--- config.mk ---
export PLATFORM = sky130hd
export DESIGN_NAME = cac_ctrl
export DESIGN_NICKNAME = d
export VERILOG_FILES = /design/src/hw/rtl/cac_pkg.sv /design/src/hw/rtl/cac_ctrl.sv
export SDC_FILE = /design/constraint.sdc
export NUM_CORES = 1
export LEC_CHECK = 0
export BUFFER_PORTS_ARGS = -buffer_cell sky130_fd_sc_hd__buf_2
export CORE_UTILIZATION = 50
export CTS_BUF_LIST = sky130_fd_sc_hd__clkbuf_16
export DETAILED_ROUTE_END_ITERATION = 6
export HOLD_SLACK_MARGIN = 0.08
export PLACE_DENSITY = 0.82
export SLEW_MARGIN = 30
export SYNTH_ARGS = -nofsm -noshare
export SYNTH_HDL_FRONTEND = slang
export SYNTH_SLANG_ARGS = --single-unit
--- constraint.sdc ---
create_clock -name clock -period 4.6 [get_ports clock]
set_input_delay 0 -clock clock [delete_from_list [all_inputs] [get_ports clock]]
set_output_delay 0 -clock clock [all_outputs]
set_load 0.005 [all_outputs]
--- src/hw/rtl/cac_pkg.sv ---
// Shared types, codes and constants of the connection admission controller.
`timescale 1ns / 1ps
package cac_pkg;

   localparam int SLOT_COUNT_DEF      = 64;
   localparam int LIMITER_ENTRIES_DEF = 16;
   localparam int SLOT_LIMIT          = 64;

   localparam logic [16:0] COUNT_MAX = 17'h1FFFF;

   localparam logic [15:0] MAX_ATT_RST = 16'd100;
   localparam logic [19:0] WINDOW_RST  = 20'd1000;
   localparam logic [6:0]  GCAP_RST    = 7'd64;
   localparam logic [6:0]  UCAP_RST    = 7'd16;
   localparam logic [19:0] RECV_RST    = 20'd5000;
   localparam logic [19:0] SEND_RST    = 20'd5000;

   typedef enum logic [3:0] {
      OC_ADMITTED = 4'd0,
      OC_FULL     = 4'd1,
      OC_UNIDENT  = 4'd2,
      OC_RATE     = 4'd3,
      OC_USERCAP  = 4'd4,
      OC_PHASE    = 4'd5,
      OC_RELEASED = 4'd6,
      OC_REAPED   = 4'd7,
      OC_IGNORED  = 4'd8
   } outcome_type;

   typedef enum logic [1:0] {
      ACT_CONNECT = 2'd0,
      ACT_PHASE   = 2'd1,
      ACT_RELEASE = 2'd2,
      ACT_TICK    = 2'd3
   } action_type;

   typedef enum logic [2:0] {
      REG_MAX_ATT = 3'd0,
      REG_WINDOW  = 3'd1,
      REG_GCAP    = 3'd2,
      REG_UCAP    = 3'd3,
      REG_RECV    = 3'd4,
      REG_SEND    = 3'd5
   } reg_index_type;

   typedef enum logic [1:0] {
      SEL_ZERO = 2'd0,
      SEL_TGT  = 2'd1,
      SEL_FREE = 2'd2,
      SEL_PEND = 2'd3
   } slot_sel_type;

   typedef struct packed {
      logic [15:0] max_att;
      logic [19:0] window;
      logic [6:0]  gcap;
      logic [6:0]  ucap;
      logic [19:0] recv;
      logic [19:0] send;
   } cfg_type;

   typedef struct packed {
      logic         capture;
      logic         lscan_start;
      logic         lscan;
      logic         lupd;
      logic         scan_start;
      logic         uscan;
      logic         tscan;
      logic         admit;
      logic         phase;
      logic         release_slot;
      logic         fin_set;
      outcome_type  fin_code;
      slot_sel_type fin_sel;
      logic         fin_load;
   } cmd_type;

   typedef struct packed {
      action_type action;
      logic       full;
      logic       ident;
      logic       lim_off;
      logic       tgt_bad;
      logic       lim_match;
      logic       li_last;
      logic       lim_ok;
      logic       lim_pass;
      logic       si_last;
      logic       ucap_hit;
      logic       free_ok;
      logic       tgo;
      logic       pend_v;
      logic       out_free;
   } status_type;

endpackage

--- src/hw/rtl/cac_ctrl.sv ---
// Sequencing state machine of the admission controller.
`timescale 1ns / 1ps
module cac_ctrl (
   input  logic                clock,
   input  logic                reset,
   input  logic                req_valid,
   output logic                req_ready,
   input  cac_pkg::status_type st,
   output cac_pkg::cmd_type    cmd
);
   import cac_pkg::*;

   typedef enum logic [8:0] {
      S_IDLE  = 9'b000000001,
      S_DISP  = 9'b000000010,
      S_LSCAN = 9'b000000100,
      S_LUPD  = 9'b000001000,
      S_USCAN = 9'b000010000,
      S_UEND  = 9'b000100000,
      S_TSCAN = 9'b001000000,
      S_TEND  = 9'b010000000,
      S_FIN   = 9'b100000000
   } state_type;

   state_type state_ff, state_in;

   assign req_ready = (state_ff == S_IDLE);

   always_comb begin
      cmd      = '0;
      state_in = state_ff;
      case (state_ff)
         S_IDLE: begin
            if (req_valid) begin
               cmd.capture = 1'b1;
               state_in    = S_DISP;
            end
         end
         S_DISP: begin
            case (st.action)
               ACT_CONNECT: begin
                  if (st.full) begin
                     cmd.fin_set = 1'b1; cmd.fin_code = OC_FULL; cmd.fin_sel = SEL_ZERO;
                     state_in = S_FIN;
                  end else if (!st.ident) begin
                     cmd.fin_set = 1'b1; cmd.fin_code = OC_UNIDENT; cmd.fin_sel = SEL_ZERO;
                     state_in = S_FIN;
                  end else if (st.lim_off) begin
                     cmd.scan_start = 1'b1;
                     state_in       = S_USCAN;
                  end else begin
                     cmd.lscan_start = 1'b1;
                     state_in        = S_LSCAN;
                  end
               end
               ACT_PHASE, ACT_RELEASE: begin
                  cmd.fin_set = 1'b1;
                  state_in    = S_FIN;
                  if (st.tgt_bad) begin
                     cmd.fin_code = OC_IGNORED; cmd.fin_sel = SEL_ZERO;
                  end else if (st.action == ACT_PHASE) begin
                     cmd.phase = 1'b1; cmd.fin_code = OC_PHASE; cmd.fin_sel = SEL_TGT;
                  end else begin
                     cmd.release_slot = 1'b1; cmd.fin_code = OC_RELEASED;
                     cmd.fin_sel = SEL_TGT;
                  end
               end
               default: begin
                  cmd.scan_start = 1'b1;
                  state_in       = S_TSCAN;
               end
            endcase
         end
         S_LSCAN: begin
            cmd.lscan = 1'b1;
            if (st.lim_match || st.li_last) state_in = S_LUPD;
         end
         S_LUPD: begin
            if (st.lim_ok) cmd.lupd = 1'b1;
            if (st.lim_ok && st.lim_pass) begin
               cmd.scan_start = 1'b1;
               state_in       = S_USCAN;
            end else begin
               cmd.fin_set = 1'b1; cmd.fin_code = OC_RATE; cmd.fin_sel = SEL_ZERO;
               state_in = S_FIN;
            end
         end
         S_USCAN: begin
            cmd.uscan = 1'b1;
            if (st.si_last) state_in = S_UEND;
         end
         S_UEND: begin
            cmd.fin_set = 1'b1;
            state_in    = S_FIN;
            if (st.ucap_hit) begin
               cmd.fin_code = OC_USERCAP; cmd.fin_sel = SEL_ZERO;
            end else if (!st.free_ok) begin
               cmd.fin_code = OC_FULL; cmd.fin_sel = SEL_ZERO;
            end else begin
               cmd.admit = 1'b1; cmd.fin_code = OC_ADMITTED; cmd.fin_sel = SEL_FREE;
            end
         end
         S_TSCAN: begin
            cmd.tscan = 1'b1;
            if (st.tgo && st.si_last) state_in = S_TEND;
         end
         S_TEND: begin
            cmd.fin_set  = 1'b1;
            cmd.fin_code = st.pend_v ? OC_REAPED : OC_IGNORED;
            cmd.fin_sel  = st.pend_v ? SEL_PEND : SEL_ZERO;
            state_in     = S_FIN;
         end
         S_FIN: begin
            if (st.out_free) begin
               cmd.fin_load = 1'b1;
               state_in     = S_IDLE;
            end
         end
         default: state_in = S_IDLE;
      endcase
   end

   always_ff @(posedge clock) begin
      if (reset) begin
         state_ff <= S_IDLE;
      end else begin
         state_ff <= state_in;
      end
   end
endmodule

# [Word level (Yosys, flattened, before mapping)]
# Cells that the tools add are included.
[classes] n_mux=50 eq_ne=16 reduce_logical=7
[op_table] op="$mux W9" count=8
[op_table] op="$pmux W9 S8" count=1
[op_table] op="$pmux W7 S4" count=1
[op_table] op="$mux W1" count=23
[op_table] op="$mux W7" count=3
[op_table] op="$pmux W9 S2" count=1
[op_table] op="$pmux W7 S2" count=1
[op_table] op="$mux W6" count=2
[op_table] op="$ne A2 B2 Y1 const B" count=5
[op_table] op="$eq A9 B1 Y1 const B" count=1
[op_table] op="$eq A9 B2 Y1 const B" count=1
[op_table] op="$eq A9 B3 Y1 const B" count=1
[op_table] op="$eq A9 B4 Y1 const B" count=1
[op_table] op="$eq A9 B5 Y1 const B" count=1
[op_table] op="$eq A9 B6 Y1 const B" count=1
[op_table] op="$eq A9 B7 Y1 const B" count=1
[op_table] op="$eq A9 B8 Y1 const B" count=1
[op_table] op="$eq A9 B9 Y1 const B" count=1
[op_table] op="$mux W2" count=4
[op_table] op="$mux W4" count=2
[op_table] op="$mux W5" count=1
[op_table] op="$reduce_and A5 Y1" count=1
[op_table] op="$pmux W1 S2" count=2
[op_table] op="$reduce_or A2 Y1" count=2
[op_table] op="other kinds (6)" count=7
[word_totals] wordCells=74 reg_bits=9 input_bits=19 output_inout_bits=19

# [Longest topological paths before layout]
[logic_depth] word_depth=5 mapped_depth=8 ltp_nobuf=6

# [Worst setup path after synthesis]
# OpenSTA, ideal clock, no wires.
[synth_path] path_type="reg2reg" from="register state_ff[4]" to="register state_ff[2]" n_path_buf=2 setup_ns=0.066 required_ns=4.534 slack_ns=2.574 t_arrival_ns=1.960 path_stages_with_launch=8 synth_period_minus_slack_ns=2.026 path_cell_list="dfxtp_1 buf_2 or4_1 or4_4 buf_6 nor3_4 nand2_1 a21oi_2"
[synth_between] elab_chain_len=3 elab_cells_between_ends=17 cone_classes="eq/ne: 14; mux: 1; reduce/logical: 2"
[synth_lines] item="start: declaration" line_no="cac_ctrl.sv:25" source="state_type state_ff, state_in;"
[synth_lines] item="start signal: assignment" line_no="cac_ctrl.sv:127" source="state_ff <= state_in;"
[synth_lines] item="$eq A9 B6 Y1, or another cell as far along" line_no="cac_ctrl.sv:32" source="case (state_ff)"
[synth_lines] item="$reduce_or A2 Y1 (no source line) or $ne A2 B2 Y1 (tied branches)"
[synth_lines] item="$pmux W9 S8 or $reduce_and A5 Y1 (tied branches)"
# Several ways; a longest one is shown, not always the timed one.
# A chain may end at the register's enable or synchronous reset.

==> flow_summary.yaml <==
status:
  status: "finished, violations left"
  violations: "design-rule violations"
grt:
  grt_max_degree: 13
  grt-ovfl-total: 0
  grt_pass1_wl_um: 3580
  grt_use_total: 0.258
  antenna_found_initial: 0
  first_global_vias: 897
timing:
  slew_headroom: 0.472
  hold_violations: 0
  worst_pin_slew_ns: 0.785
  fin_skew_ns: 0.00325
  fmax_mhz: 430
  finalCritPeriodShare: 0.506
  report.final.slew_viol_count: 0
  fin_setup_tns_ns: 0
  final_period_minus_worst_setup_slack_ns: 2.33
  finalSetupViolCount: 0
  rsz0062_at_grt: "false"
finish:
  drive_above_1_share: 0.288
  num-nets-final: 184
  num-fill-cells: 130
  reg.largest.list: "state_ff: 9 flops"
  multiInputGateArea_um2: 624
  seqCellArea_um2: 180
  largest_register_ffs: 9
  final_util: 0.724
  diodes: 0
  largest_register: "state_ff"
  area_growth_pct: 29.8
place:
  dp_hpwl_um: 1810
  io_buffers: 37
  place_congestion: 0.850
clock_network:
  cts-root-buf: "clkbuf_16"
  clock-sinks: 9
  cts_max_path_buffers: 2
  insertion_delay_ns: 0.24
  cts_resized: 0
  cts_made_buffers: 3
  clkTransAtPathRegs_ns: 0.04
  h-tree-depth: 1
  postCtsSetupBuffers: 0
  cts_tree: "yes"
logic_synthesis:
  postSynthAreaPerCell_um2: 7.07
  yosysSeqAreaShare: 0.207
  ys_ff_latch: 9
  synth_nets: 146
  synth_top_cell_by_area: "dfxtp_1"
  yosysTopAreaCellShare: 0.207
  synth-main-ff-cell: "dfxtp_1"
  syn_inst: 123
  synth_enable_flop_cells: 0
  synth_area_um2: 870
  ys_types: 38
  yosys-top-cells-area: "dfxtp_1 (21%), nor2_1 (7.8%), nand2_1 (6.0%)"
  synthArstFlopShare: 0
  ys_warn_count: 0
floorplan:
  die_area_um2: 1910
  core_area_um2: 1560
  fp-row-count: 14
  die_h_um: 43.7
  chipWidth_um: 43.7
  ioPinCount: 38
  start_util: 0.558
setup_path:
  arrival_ns: 2.33
  critPathLaunchType: "flop"
  required_ns: 4.60
  reg2reg_slack_ns: 2.46
  crit_type: "flop to primary output"
  path_max_fanout: 12
  end_kind: "primary output"
pwr:
  p_leak_nw: 0.592
  cellPowerDensity_nw_per_um2: 283
  irDropWorstVdd_mv: 0.416
route:
  drtAntennaViolNets: 0
  drt_wl_total_um: 2260
  drtIter0Drc: 22
  vias: 1020
  wl_per_cell_um: 12.9
  drt-vias-per-instance: 5.80
  post-route-drc-count: 2
  drtPass1Iterations: 6
flow_run:
  maxCapViolations: 0
min_path:
  hp-class: "input pin to flop"
==> report_power, final <==
part	leakage, nW	internal (mW)	switching [mW]
clock network	0.0423	0.114	0.0414
logic	0.477	0.0329	0.0436
registers	0.0730	0.0828	0.00460
==> cells in the mapped netlist, types with 2 or more instances <==
cell,n
a21oi_1,4
and2_1,3
and3_1,3
and4_1,2
buf_6,2
clkbuf_1,2
dfxtp_1,9
ha_1,4
inv_1,8
nand2_1,14
nand2b_1,6
nand3_1,6
nand4_1,2
nor2_1,18
nor2b_1,7
nor3_1,2
nor4_1,3
o21ai_0,6
o32ai_1,2
or3_1,2
==> cell usage in the layout, fill, tap and decap left out, drive strengths merged, types with 2 or more instances in the layout <==
| master | instances |
|---|---|
| nor2b | 7 |
| nor3 | 3 |
| o32ai | 2 |
| nand2b | 6 |
| and2 | 3 |
| nor4 | 3 |
| o21ai | 6 |
| ha | 4 |
| nand2 | 14 |
| nand4 | 2 |
| or3 | 2 |
| inv | 9 |
| or4 | 2 |
| o311ai | 2 |
| nor2 | 18 |
| and4 | 2 |
| a21oi | 5 |
| buf | 37 |
| dfxtp | 9 |
| and3 | 3 |
| clkbuf | 3 |
| nand3 | 6 |
==> per-layer routing <==
metal / wire length [µm] / share of wire / GRT usage
met3: 160 / 0.071 / 0.0708
met4: 47 / 0.021 / 0.163
met5: 0 / 0 / 0
met2: 1090 / 0.48 / 0.418
met1: 966 / 0.43 / 0.297
==> worst paths after layout <==
| path | start | endpoint | cells after the start |
|---|---|---|---|
| hold / removal | st[6] | state_ff[4]$_SDFFE_PP0P_ | 3 |
| setup reg to reg | state_ff[4]$_SDFFE_PP0P_ | state_ff[4]$_SDFFE_PP0P_ | 6 |
| hold reg to reg | state_ff[4]$_SDFFE_PP0P_ | state_ff[4]$_SDFFE_PP0P_ | 2 |
| setup / recovery | state_ff[4]$_SDFFE_PP0P_ | cmd[3] | 4 |
==> through the flow <==
| stage | instances | cell area, µm² | hold slack [ns] | power [mW] | setup WS (ns) |
|---|---|---|---|---|---|
| CTS | 176 | 1130 | 0.101 | 0.321 | 2.28 |
| detailed placement | 171 | 1040 | 0.244 | 0.164 | 2.48 |
| floorplan | 123 | 870 | 0.0213 | 0.138 | 2.57 |
| global placement | 171 | 1040 | 0.242 | 0.162 | 2.53 |
| finish | 176 | 1130 | 0.101 | 0.319 | 2.27 |
| global route | 176 | 1130 | 0.124 | 0.336 | 2.11 |
==> cell type report <==
cell class | count | area share
well taps | 16 | 0.0177
inverters | 8 | 0.0266
clock inverters | 1 | 0.00333
repair buffers | 38 | 0.173
flip-flops and latches | 9 | 0.160
clock buffers | 3 | 0.0665
multi-input cells | 101 | 0.553
==> what timing repair did <==
item / in CTS / in global routing
endpoints found under the hold margin: 4 / 0
hold buffers: 1 / 0
endpoints found under the setup margin: 0 / 0
==> kinds of logic after synthesis <==
kind of cell | synth area share
buffers and inverters | 0.0748
AO/OA/AOI/OAI | 0.174
adder cells (fa/ha/maj) | 0.0576
AND/OR/NAND/NOR | 0.455
flip-flops | 0.207
XOR/XNOR | 0.0201
multiplexers | 0.0115
==> worst max-delay path: stages (launching register included) <==
cell and delay (ns):
dfxtp_1 0.38, or4_1 0.58, or4_4 0.61, o311ai_0 0.34, buf_2 0.17
(Power assumes the default switching activity.)
