--- src/hw/rtl/cac_pkg.sv ---
// Shared types, codes and constants of the connection admission controller.
`timescale 1ns / 1ps
package cac_pkg;

   localparam int SLOT_COUNT_DEF      = 64;
   localparam int LIMITER_ENTRIES_DEF = 16;
   localparam int SLOT_LIMIT          = 64;

   localparam logic [16:0] COUNT_MAX = 17'h1FFFF;

   localparam logic [15:0] MAX_ATT_RST = 16'd100;
   localparam logic [19:0] WINDOW_RST  = 20'd1000;
   localparam logic [6:0]  GCAP_RST    = 7'd64;
   localparam logic [6:0]  UCAP_RST    = 7'd16;
   localparam logic [19:0] RECV_RST    = 20'd5000;
   localparam logic [19:0] SEND_RST    = 20'd5000;

   typedef enum logic [3:0] {
      OC_ADMITTED = 4'd0,
      OC_FULL     = 4'd1,
      OC_UNIDENT  = 4'd2,
      OC_RATE     = 4'd3,
      OC_USERCAP  = 4'd4,
      OC_PHASE    = 4'd5,
      OC_RELEASED = 4'd6,
      OC_REAPED   = 4'd7,
      OC_IGNORED  = 4'd8
   } outcome_type;

   typedef enum logic [1:0] {
      ACT_CONNECT = 2'd0,
      ACT_PHASE   = 2'd1,
      ACT_RELEASE = 2'd2,
      ACT_TICK    = 2'd3
   } action_type;

   typedef enum logic [2:0] {
      REG_MAX_ATT = 3'd0,
      REG_WINDOW  = 3'd1,
      REG_GCAP    = 3'd2,
      REG_UCAP    = 3'd3,
      REG_RECV    = 3'd4,
      REG_SEND    = 3'd5
   } reg_index_type;

   typedef enum logic [1:0] {
      SEL_ZERO = 2'd0,
      SEL_TGT  = 2'd1,
      SEL_FREE = 2'd2,
      SEL_PEND = 2'd3
   } slot_sel_type;

   typedef struct packed {
      logic [15:0] max_att;
      logic [19:0] window;
      logic [6:0]  gcap;
      logic [6:0]  ucap;
      logic [19:0] recv;
      logic [19:0] send;
   } cfg_type;

   typedef struct packed {
      logic         capture;
      logic         lscan_start;
      logic         lscan;
      logic         lupd;
      logic         scan_start;
      logic         uscan;
      logic         tscan;
      logic         admit;
      logic         phase;
      logic         release_slot;
      logic         fin_set;
      outcome_type  fin_code;
      slot_sel_type fin_sel;
      logic         fin_load;
   } cmd_type;

   typedef struct packed {
      action_type action;
      logic       full;
      logic       ident;
      logic       lim_off;
      logic       tgt_bad;
      logic       lim_match;
      logic       li_last;
      logic       lim_ok;
      logic       lim_pass;
      logic       si_last;
      logic       ucap_hit;
      logic       free_ok;
      logic       tgo;
      logic       pend_v;
      logic       out_free;
   } status_type;

endpackage

--- src/hw/rtl/cac_csr.sv ---
// Configuration register block with APB-style access.
`timescale 1ns / 1ps
module cac_csr (
   input  logic             clock,
   input  logic             reset,
   input  logic             psel,
   input  logic             penable,
   input  logic             pwrite,
   input  logic [4:0]       paddr,
   input  logic [31:0]      pwdata,
   output logic [31:0]      prdata,
   output logic             pready,
   output cac_pkg::cfg_type cfg
);
   import cac_pkg::*;

   cfg_type       cfg_ff, cfg_in;
   reg_index_type idx;

   assign idx    = reg_index_type'(paddr[4:2]);
   assign pready = 1'b1;
   assign cfg    = cfg_ff;

   always_comb begin
      cfg_in = cfg_ff;
      if (psel && penable && pwrite) begin
         case (idx)
            REG_MAX_ATT: cfg_in.max_att = pwdata[15:0];
            REG_WINDOW:  cfg_in.window  = pwdata[19:0];
            REG_GCAP:    cfg_in.gcap    = pwdata[6:0];
            REG_UCAP:    cfg_in.ucap    = pwdata[6:0];
            REG_RECV:    cfg_in.recv    = pwdata[19:0];
            REG_SEND:    cfg_in.send    = pwdata[19:0];
            default:     cfg_in = cfg_ff;
         endcase
      end
   end

   always_comb begin
      case (idx)
         REG_MAX_ATT: prdata = {16'd0, cfg_ff.max_att};
         REG_WINDOW:  prdata = {12'd0, cfg_ff.window};
         REG_GCAP:    prdata = {25'd0, cfg_ff.gcap};
         REG_UCAP:    prdata = {25'd0, cfg_ff.ucap};
         REG_RECV:    prdata = {12'd0, cfg_ff.recv};
         REG_SEND:    prdata = {12'd0, cfg_ff.send};
         default:     prdata = 32'd0;
      endcase
   end

   always_ff @(posedge clock) begin
      if (reset) begin
         cfg_ff <= '{max_att: MAX_ATT_RST, window: WINDOW_RST, gcap: GCAP_RST,
                     ucap: UCAP_RST, recv: RECV_RST, send: SEND_RST};
      end else begin
         cfg_ff <= cfg_in;
      end
   end
endmodule

--- config.mk ---
export PLATFORM = sky130hd
export DESIGN_NAME = cac_csr
export DESIGN_NICKNAME = d
export VERILOG_FILES = /design/src/hw/rtl/cac_pkg.sv /design/src/hw/rtl/cac_csr.sv
export SDC_FILE = /design/constraint.sdc
export NUM_CORES = 1
export LEC_CHECK = 0
export CORE_ASPECT_RATIO = 1.2
export CORE_UTILIZATION = 60
export CTS_BUF_LIST = sky130_fd_sc_hd__clkbuf_8
export CTS_CLUSTER_DIAMETER = 100
export DETAILED_ROUTE_END_ITERATION = 6
export DONT_BUFFER_PORTS = 1
export HOLD_SLACK_MARGIN = 0.08
export PLACE_DENSITY = 0.73
export SYNTH_ARGS = -nofsm -noshare
export SYNTH_HDL_FRONTEND = slang
export SYNTH_SLANG_ARGS = --single-unit
--- constraint.sdc ---
create_clock -name clock -period 1.15 [get_ports clock]
set_input_delay 0.0575 -clock clock [delete_from_list [all_inputs] [get_ports clock]]
set_output_delay 0.0575 -clock clock [all_outputs]
set_load 0.01 [all_outputs]
== Yosys cells after proc, flatten, opt, wreduce, memory -nomap -nowiden ==
Cells that the tools add are included.
Storage, ports and cells
  register bits: 90
  input port bits: 42
  output and inout bits: 123
  logic and storage cells: 21
Cells by class
  equality and inequality tests: 5
  multiplexer cells: 1
  reductions and logical operators: 9
Operator list (count)
  one-hot mux 20 bit (6 select lines): 1
  AND reduction 2 bit: 6
  equality test 3 x 2 -> 1 bit (second input constant): 2
  equality test 3 bit (second input constant): 2
  equality test 3 x 1 -> 1 bit (second input constant): 1
  logical NOT 3 bit: 1
  logical AND 1 bit: 2

== Longest topological paths before layout ==
Gate-level depths: netlist of the first run.
  depth after elaboration: 3
  mapped depth: 6

== Worst setup path before layout of the first run ==
Ideal clock, no wire load.
  path kind: input to output
  from: input paddr[2]
  to: output prdata[3]
  data arrival time: 1.007 ns
  data required time: 1.092 ns
  path slack: 0.085 ns
  stages: 5
  cells stage by stage: buf_2 -> buf_4 -> mux2_2 -> a22oi_1 -> o22ai_1
On the way
  cells in the longest elaborated chain, start to end: 2
  elaborated cells on any way between the ends: 7
  those cells by class: 5 x eq/ne; 1 x mux; 1 x reduce/logical
RTL lines
  start: declaration: line cac_csr.sv:9  | input logic [4:0] paddr,
  equality test 3 bit (tied with other cells): line cac_csr.sv:40  | case (idx)
  one-hot mux 20 bit (6 select lines) (*): line cac_csr.sv:40
  end: declaration: line cac_csr.sv:11  | output logic [31:0] prdata,
Every way passes the cells marked *; elsewhere a longest branch is shown, timed or not.

== Worst setup path after layout of the first run ==
  from: register cfg_ff, in the netlist cfg[14]
  to: output prdata[14]
On the way
  cells in the longest elaborated chain, start to end: 1
RTL lines
  start: declaration: line cac_csr.sv:17  | cfg_type cfg_ff, cfg_in;
  start signal: assignment: line cac_csr.sv:53  | cfg_ff <= '{max_att: MAX_ATT_RST, window: WINDOW_RST, gcap: GCAP_RST,
  start signal: assignment: line cac_csr.sv:56  | cfg_ff <= cfg_in;
  one-hot mux 20 bit (6 select lines): line cac_csr.sv:40
No other way between the ends.

==> results.toml, run 1 <==
[critical_path]
cp_cell_sequence = "mux4_2 > nor2b_4"
critPathMaxStageDelay_ns = 0.47
cpMaxStageDelayCell = "mux4_2"
critical_path_class = "reg -> out"
end_kind = "output port"
path_max_fanout = 3
worstPathRequired_ns = 1.09
critPathLaunchType = "flip-flop"
regToRegSetupSlack_ns = 0.22
arrival_ns = 1.35

[cells_and_area]
area_growth_syn_to_layout_pct = 22.4
fill_cells = 485
utilization_pct = 75.5
diodes = 0
multi_input_area_um2 = 2570
mostFrequentLayoutCells = "mux2i_1, nand2b_1, buf_4, dfxtp_1, dfxtp_2"
drive_above_1_share_pct = 34.9
seq_area_um2 = 1870
final_nets = 536
largest_reg_flops = 90
final_common_cell = "mux2i_1"

[flow_run]
drv_cap = 0

[timing]
finalSetupTns_ns = -3.59
fin_skew_ns = 0
hold_viol = 87
rsz0062_at_grt = "true"
timing.final.crit_share_pct = 122
period_needed_ns = 1.40
max_freq_ghz = 0.713
fin_ws_ns = -0.253
hold_slack_ns = -0.237
finalSetupViolations = 20
drv_slew = 0

[cts]
numCtsBuffers = 9
clkSinkCount = 90
cts_root_buffer = "clkbuf_8"
clock_path_buffers = 2
clk_latency_ns = 0.35
h-tree-depth = 3
cts_tree = "yes"
cts.clk_slew.worst_paths_ns = 0.10

[yosys]
syn_area_per_cell_um2 = 9.87
synthCells = 450
yosysWarnings = 0
netlist_area_um2 = 4440
synth.distinct_cells = 36
seq_area_frac_synth_pct = 40.6
synth_seq_cells = 90

[drt]
drc = 0
routed_wirelength_mm = 11.5
wl_per_cell_um = 19.6
first_pass_iters = 5
drt_iter0_markers = 203
via_per_inst = 5.94
vias = 3497
ant_nets = 0

[floorplanning]
core-area_um2 = 7190
initial_utilization_pct = 61.7
die-area_um2 = 7750
rows = 34
io_pins = 165
chipWidth_um = 80.5
dieHeight_um = 96.2

[global_routing]
grt_pass1_vias = 3456
grt_util_all_layers_pct = 29.4
grt_max_degree = 116
globalRouteOverflowTotal = 0
antenna_found_initial = 0
grt_pass1_wl_mm = 17.2

[power]
leakagePower_nw = 2.37
p_per_area_nw_per_um2 = 1150
vdd_drop_max_mv = 0.880

[place]
io_buffer_count = 0
place_congestion = 0.837
dpl.hpwl_mm = 7.31

[run_status]
status = "complete, but fails checks"
violations = "negative hold slack, negative setup slack"

[hold_path]
min_path_type = "in -> reg"
[per-layer routing]
layer	global-route usage [%]	part of all wire (%)	vias up
li1	-	-	1638
met2	49.2	49	153
met5	0	0	-
met1	35.1	41	1693
met4	11.6	1.5	0
met3	9.00	7.8	13
[power by group]
| part | switching, mW | total, mW | internal, mW |
|---|---|---|---|
| registers | 0.0253 | 3.15 | 3.12 |
| clock network | 1.11 | 2.61 | 1.49 |
| logic | 0.219 | 0.466 | 0.247 |
| total | 1.36 | 6.22 | 4.86 |
[critical path: cells and delay by family (launching register included)]
| family | cells | cell delay [ns] |
|---|---|---|
| and+or+nand+nor | 1 | 0.15 |
| DFF | 1 | 0.37 |
| muxes | 1 | 0.47 |
[stage by stage]
stage	cell area [um2]	hold WS (ns)	std cells	power, mW	worst slack [ns]
2_1_floorplan	4480	0.205	461	3.64	0.0852
3_3_place_gp	4710	0.136	553	3.58	0.0421
3_5_place_dp	4710	0.138	553	3.59	0.0131
4_1_cts	5320	-0.248	585	6.21	-0.253
5_1_grt	5430	-0.245	589	6.40	-0.306
6_report	5430	-0.237	589	6.22	-0.253
[synthesized netlist by cell type]
| master | count | area [um2] |
|---|---|---|
| nand3_1 | 23 | 115 |
| nand2_4 | 1 | 11.3 |
| o31ai_1 | 3 | 22.5 |
| and2b_1 | 1 | 7.51 |
| nand4_1 | 1 | 6.26 |
| a22oi_1 | 12 | 90.1 |
| a21oi_1 | 23 | 115 |
| inv_1 | 1 | 3.75 |
| clkbuf_1 | 15 | 56.3 |
| and4b_1 | 1 | 10.0 |
| o21ai_1 | 1 | 5.00 |
| nor2_4 | 1 | 11.3 |
| o221ai_1 | 2 | 17.5 |
| nand2b_1 | 65 | 407 |
| o22ai_1 | 5 | 31.3 |
| nand4b_2 | 1 | 15.0 |
| conb_1 | 2 | 7.51 |
| a311o_1 | 1 | 10.0 |
| buf_6 | 4 | 45.0 |
| buf_2 | 13 | 65.1 |
| mux2i_1 | 71 | 711 |
| mux4_2 | 10 | 225 |
| and4_1 | 1 | 8.76 |
| nor2b_1 | 10 | 62.6 |
| o21ai_0 | 19 | 95.1 |
| nand3b_1 | 1 | 7.51 |
| buf_4 | 19 | 143 |
| dfxtp_1 | 90 | 1800 |
| nor3_2 | 1 | 10.0 |
| mux2_2 | 14 | 158 |
| nand2_1 | 2 | 7.51 |
| nor2_2 | 1 | 6.26 |
| nand3_4 | 1 | 17.5 |
| nand2_2 | 1 | 6.26 |
| nor2_1 | 32 | 120 |
| a21boi_0 | 1 | 7.51 |
[worst paths after layout]
kind,start,to,cells past startpoint
setup / recovery,cfg[14],prdata[14],2
hold / removal,reset,cfg[72],1
setup reg to reg,cfg[44],cfg[44],2
hold reg to reg,cfg[16],cfg[16],2
[repair_timing]
| action | in CTS | in global routing |
|---|---|---|
| gates resized for setup | 75 | 22 |
| endpoints found under the hold margin | 90 | 90 |
| pin swaps | 6 | 3 |
| buffers inserted | 0 | 0 |
| hold buffers | 16 | 4 |
| cloned | 0 | 0 |
| endpoints found under the setup margin | 20 | 22 |
[cell families after synthesis]
family | count (synthesis) | share of synthesized area, %
AOI/OAI and AO/OA | 67 | 8.88
muxes | 95 | 24.6
other | 2 | 0.169
DFF | 90 | 40.6
and+or+nand+nor | 144 | 18.7
buffers and inverters | 52 | 7.05
[area by class of cell]
type	instances	area share, %
multi-input combinational	319	47.4
timing repair buffer	73	11.6
clock buffer	10	2.53
sequential	90	34.4
clock inverter	6	1.96
inverter	1	0.0691
tap	90	2.07
Power figures use the tool's default switching activity.
==> run 2: changes to the inputs <==
--- a/config.mk
+++ b/config.mk
@@ -5,6 +5,7 @@
 export SDC_FILE = /design/constraint.sdc
 export NUM_CORES = 1
 export LEC_CHECK = 0
+export ABC_AREA = 1
 export CORE_ASPECT_RATIO = 1.2
 export CORE_UTILIZATION = 60
 export CTS_BUF_LIST = sky130_fd_sc_hd__clkbuf_8
==> run 2 against run 1 <==
Net effect:
- via count grew 30%
- clock power down 12%
- the flow finishes with violations (negative setup slack)
- global-route usage rose by 4.8 points
- register-to-register slack improved by 0.13 ns
- combinational power grew 37%
- first-iteration DRC count grew 27%
- sequential power is essentially flat
- die area increased by 2.6%
==> results.toml, run 2 <==
[hold_path]
min_path_type = "in -> reg"

[critical_path]
cp-startpoint = "cfg[53]"
cpMostUsedCell = "nand2_1"
end_kind = "output port"
critPathMaxStageDelay_ns = 0.39
critPathLaunchType = "flip-flop"
path_max_fanout = 3
worst_r2r_path_depth = 3
critical_path_class = "reg -> out"
arrival_ns = 1.13
regToRegSetupSlack_ns = 0.35
cp-endpoint = "prdata[6]"
r2r_start = "cfg[3]"
worstPathRequired_ns = 1.09
cpMaxStageDelayCell = "dfxtp_2"
r2r-end = "cfg[3]"
cp_cell_sequence = "nand3_1 > nand2_1 > nor2_1 > nand2_1"

[drt]
drc = 0
via_per_inst = 5.45
wl_per_cell_um = 15.9
routed_wirelength_mm = 13.4
first_pass_iters = 5
ant_nets = 0
vias = 4563
drt_iter0_markers = 257

[global_routing]
globalRouteOverflowTotal = 0
grt_pass1_vias = 4250
grt_max_degree = 91
grt_pass1_wl_mm = 20.6
antenna_found_initial = 0
grt_util_all_layers_pct = 34.2

[yosys]
yosys.cell_count.top_type = "nand2_1"
synth_top_area_cell = "dfxtp_1"
yosysTopAreaCellShare_pct = 39.5
synthCells = 714
synth.area.top_cells = "dfxtp_1, nand2_1, nor2_1"
synth.distinct_cells = 21
synth_flop_cell = "dfxtp_1"
netlist_area_um2 = 4560
synth_edf_count = 0
yosysWarnings = 0
syn_area_per_cell_um2 = 6.38
synth_seq_cells = 90
synthArstFlopShare_pct = 0
ys_top_cells_by_count = "nand2_1, nor2_1, nand3_1"
seq_area_frac_synth_pct = 39.5

[place]
place_area_um2 = 4580
place_congestion = 0.877
io_buffer_count = 0
place_inst = 782
pre_cts_slack_ns = -0.000501
dpl.hpwl_mm = 8.74

[cts]
cts.clk_slew.worst_paths_ns = 0.10
cts_root_buffer = "clkbuf_8"
h-tree-depth = 3
clkSinkCount = 90
cts_tree = "yes"
numCtsBuffers = 9
clock_path_buffers = 2
clk_latency_ns = 0.37

[cells_and_area]
diodes = 0
drive_above_1_share_pct = 20.1
instances_no_fill = 838
fin_area_um2 = 5400
final_nets = 785
final_common_cell = "nand2_1"
largest_reg_flops = 90
mostFrequentLayoutCells = "nand2_1, nor2_1, nand3_1, dfxtp_2, inv_1"
area_growth_syn_to_layout_pct = 18.6

[power]
p_per_area_nw_per_um2 = 1130
power_frac_comb_pct = 10.5
pwr-share-clk_pct = 37.6
power_frac_seq_pct = 51.9
power.switching_mw = 1.68
finalPower_mw = 6.11
vdd_drop_max_mv = 0.713
p_int_mw = 4.43
netSwitchingFraction_pct = 27.4
leakagePower_nw = 2.50

[floorplanning]
io_pins = 165
chipWidth_um = 81.5
core-area_um2 = 7320
die-area_um2 = 7950
initial_utilization_pct = 62.3
rows = 34
dieHeight_um = 97.5

[timing]
period_needed_ns = 1.18
max_freq_ghz = 0.846
hold_viol = 0
fin_ws_ns = -0.0326
hold_slack_ns = 0.0676
finalSetupViolations = 5
drv_slew = 0
timing.final.crit_share_pct = 103
fin_skew_ns = 0
rsz0062_at_grt = "true"

[flow_run]
drv_cap = 0

[run_status]
violations = "negative setup slack"
status = "complete, but fails checks"
run 2: changes by cell type in the layout (fill, tap and decap cells not counted), sizes merged, moves of 13 or more:
cell / change
nand2: +235
nor2: +127
mux2i: -71
nand3: +71
nand2b: -65
inv: +49
buf: -27
a21oi: -19
dlygate4sd3: +15
mux2: -14
o21ai: -13
run 2: what timing repair did:
action,in CTS,in global routing
buffers inserted,0,4
endpoints found under the setup margin,14,25
gates resized for setup,61,59
pin swaps,9,13
hold endpoints to repair,90,6
hold buffers,31,5
run 2: layout make-up:
class,count,area [um2]
timing repair buffer,62,638
clock buffer,10,138
multi-input combinational,529,2310
inverter,51,194
sequential,90,1940
tap,90,113
clock inverter,6,72.6
fill,601,1910
run 2: cells by family after synthesis:
family | synth area share (%)
AND/OR/NAND/NOR | 46.7
buffers and inverters | 12.3
flip-flops | 39.5
AO/OA/AOI/OAI | 1.21
other | 0.165
run 2: metrics by stage:
step	TNS [ns]	utilization (%)
after floorplan	0	-
after global placement	0	62.6
after detailed placement	-0.000501	62.6
after CTS	-0.0757	71.0
after global routing	-0.583	73.9
final	-0.0809	73.9
run 2: critical path: cells and delay by family, from the launching register on:
kind / cells / cell delay [ns]
DFF: 1 / 0.39
and+or+nand+nor: 4 / 0.38
run 2: how the worst min path moves through the flow:
stage / from / cells after the start / slack, ns / end
6_report: paddr[3] / 5 / 0.07 / cfg[85]
2_1_floorplan: pwdata[2] / 2 / 0.18 / cfg[76]
4_1_cts: paddr[3] / 3 / -0.06 / cfg[53]
3_5_place_dp: pwdata[8] / 2 / 0.19 / cfg[28]
3_3_place_gp: pwdata[6] / 2 / 0.19 / cfg[53]
5_1_grt: paddr[3] / 5 / 0.09 / cfg[89]
run 2: power groups by stage:
stage | registers (mW) | logic [mW] | clock network, mW
after detailed placement | 3.29 | 0.506 | 0
after global placement | 3.29 | 0.497 | 0
final | 3.17 | 0.640 | 2.29
after global routing | 3.18 | 0.704 | 2.45
after floorplan | 3.27 | 0.465 | 0
after CTS | 3.20 | 0.596 | 2.31
run 2: metal layers:
| metal | track usage, % | vias to the layer above | share of wire (%) |
|---|---|---|---|
| li1 | - | 2233 | - |
| met4 | 14.1 | 0 | 2.8 |
| met5 | 0 | - | 0 |
| met3 | 9.01 | 28 | 9.4 |
| met1 | 39.5 | 2086 | 37 |
| met2 | 58.1 | 216 | 50 |
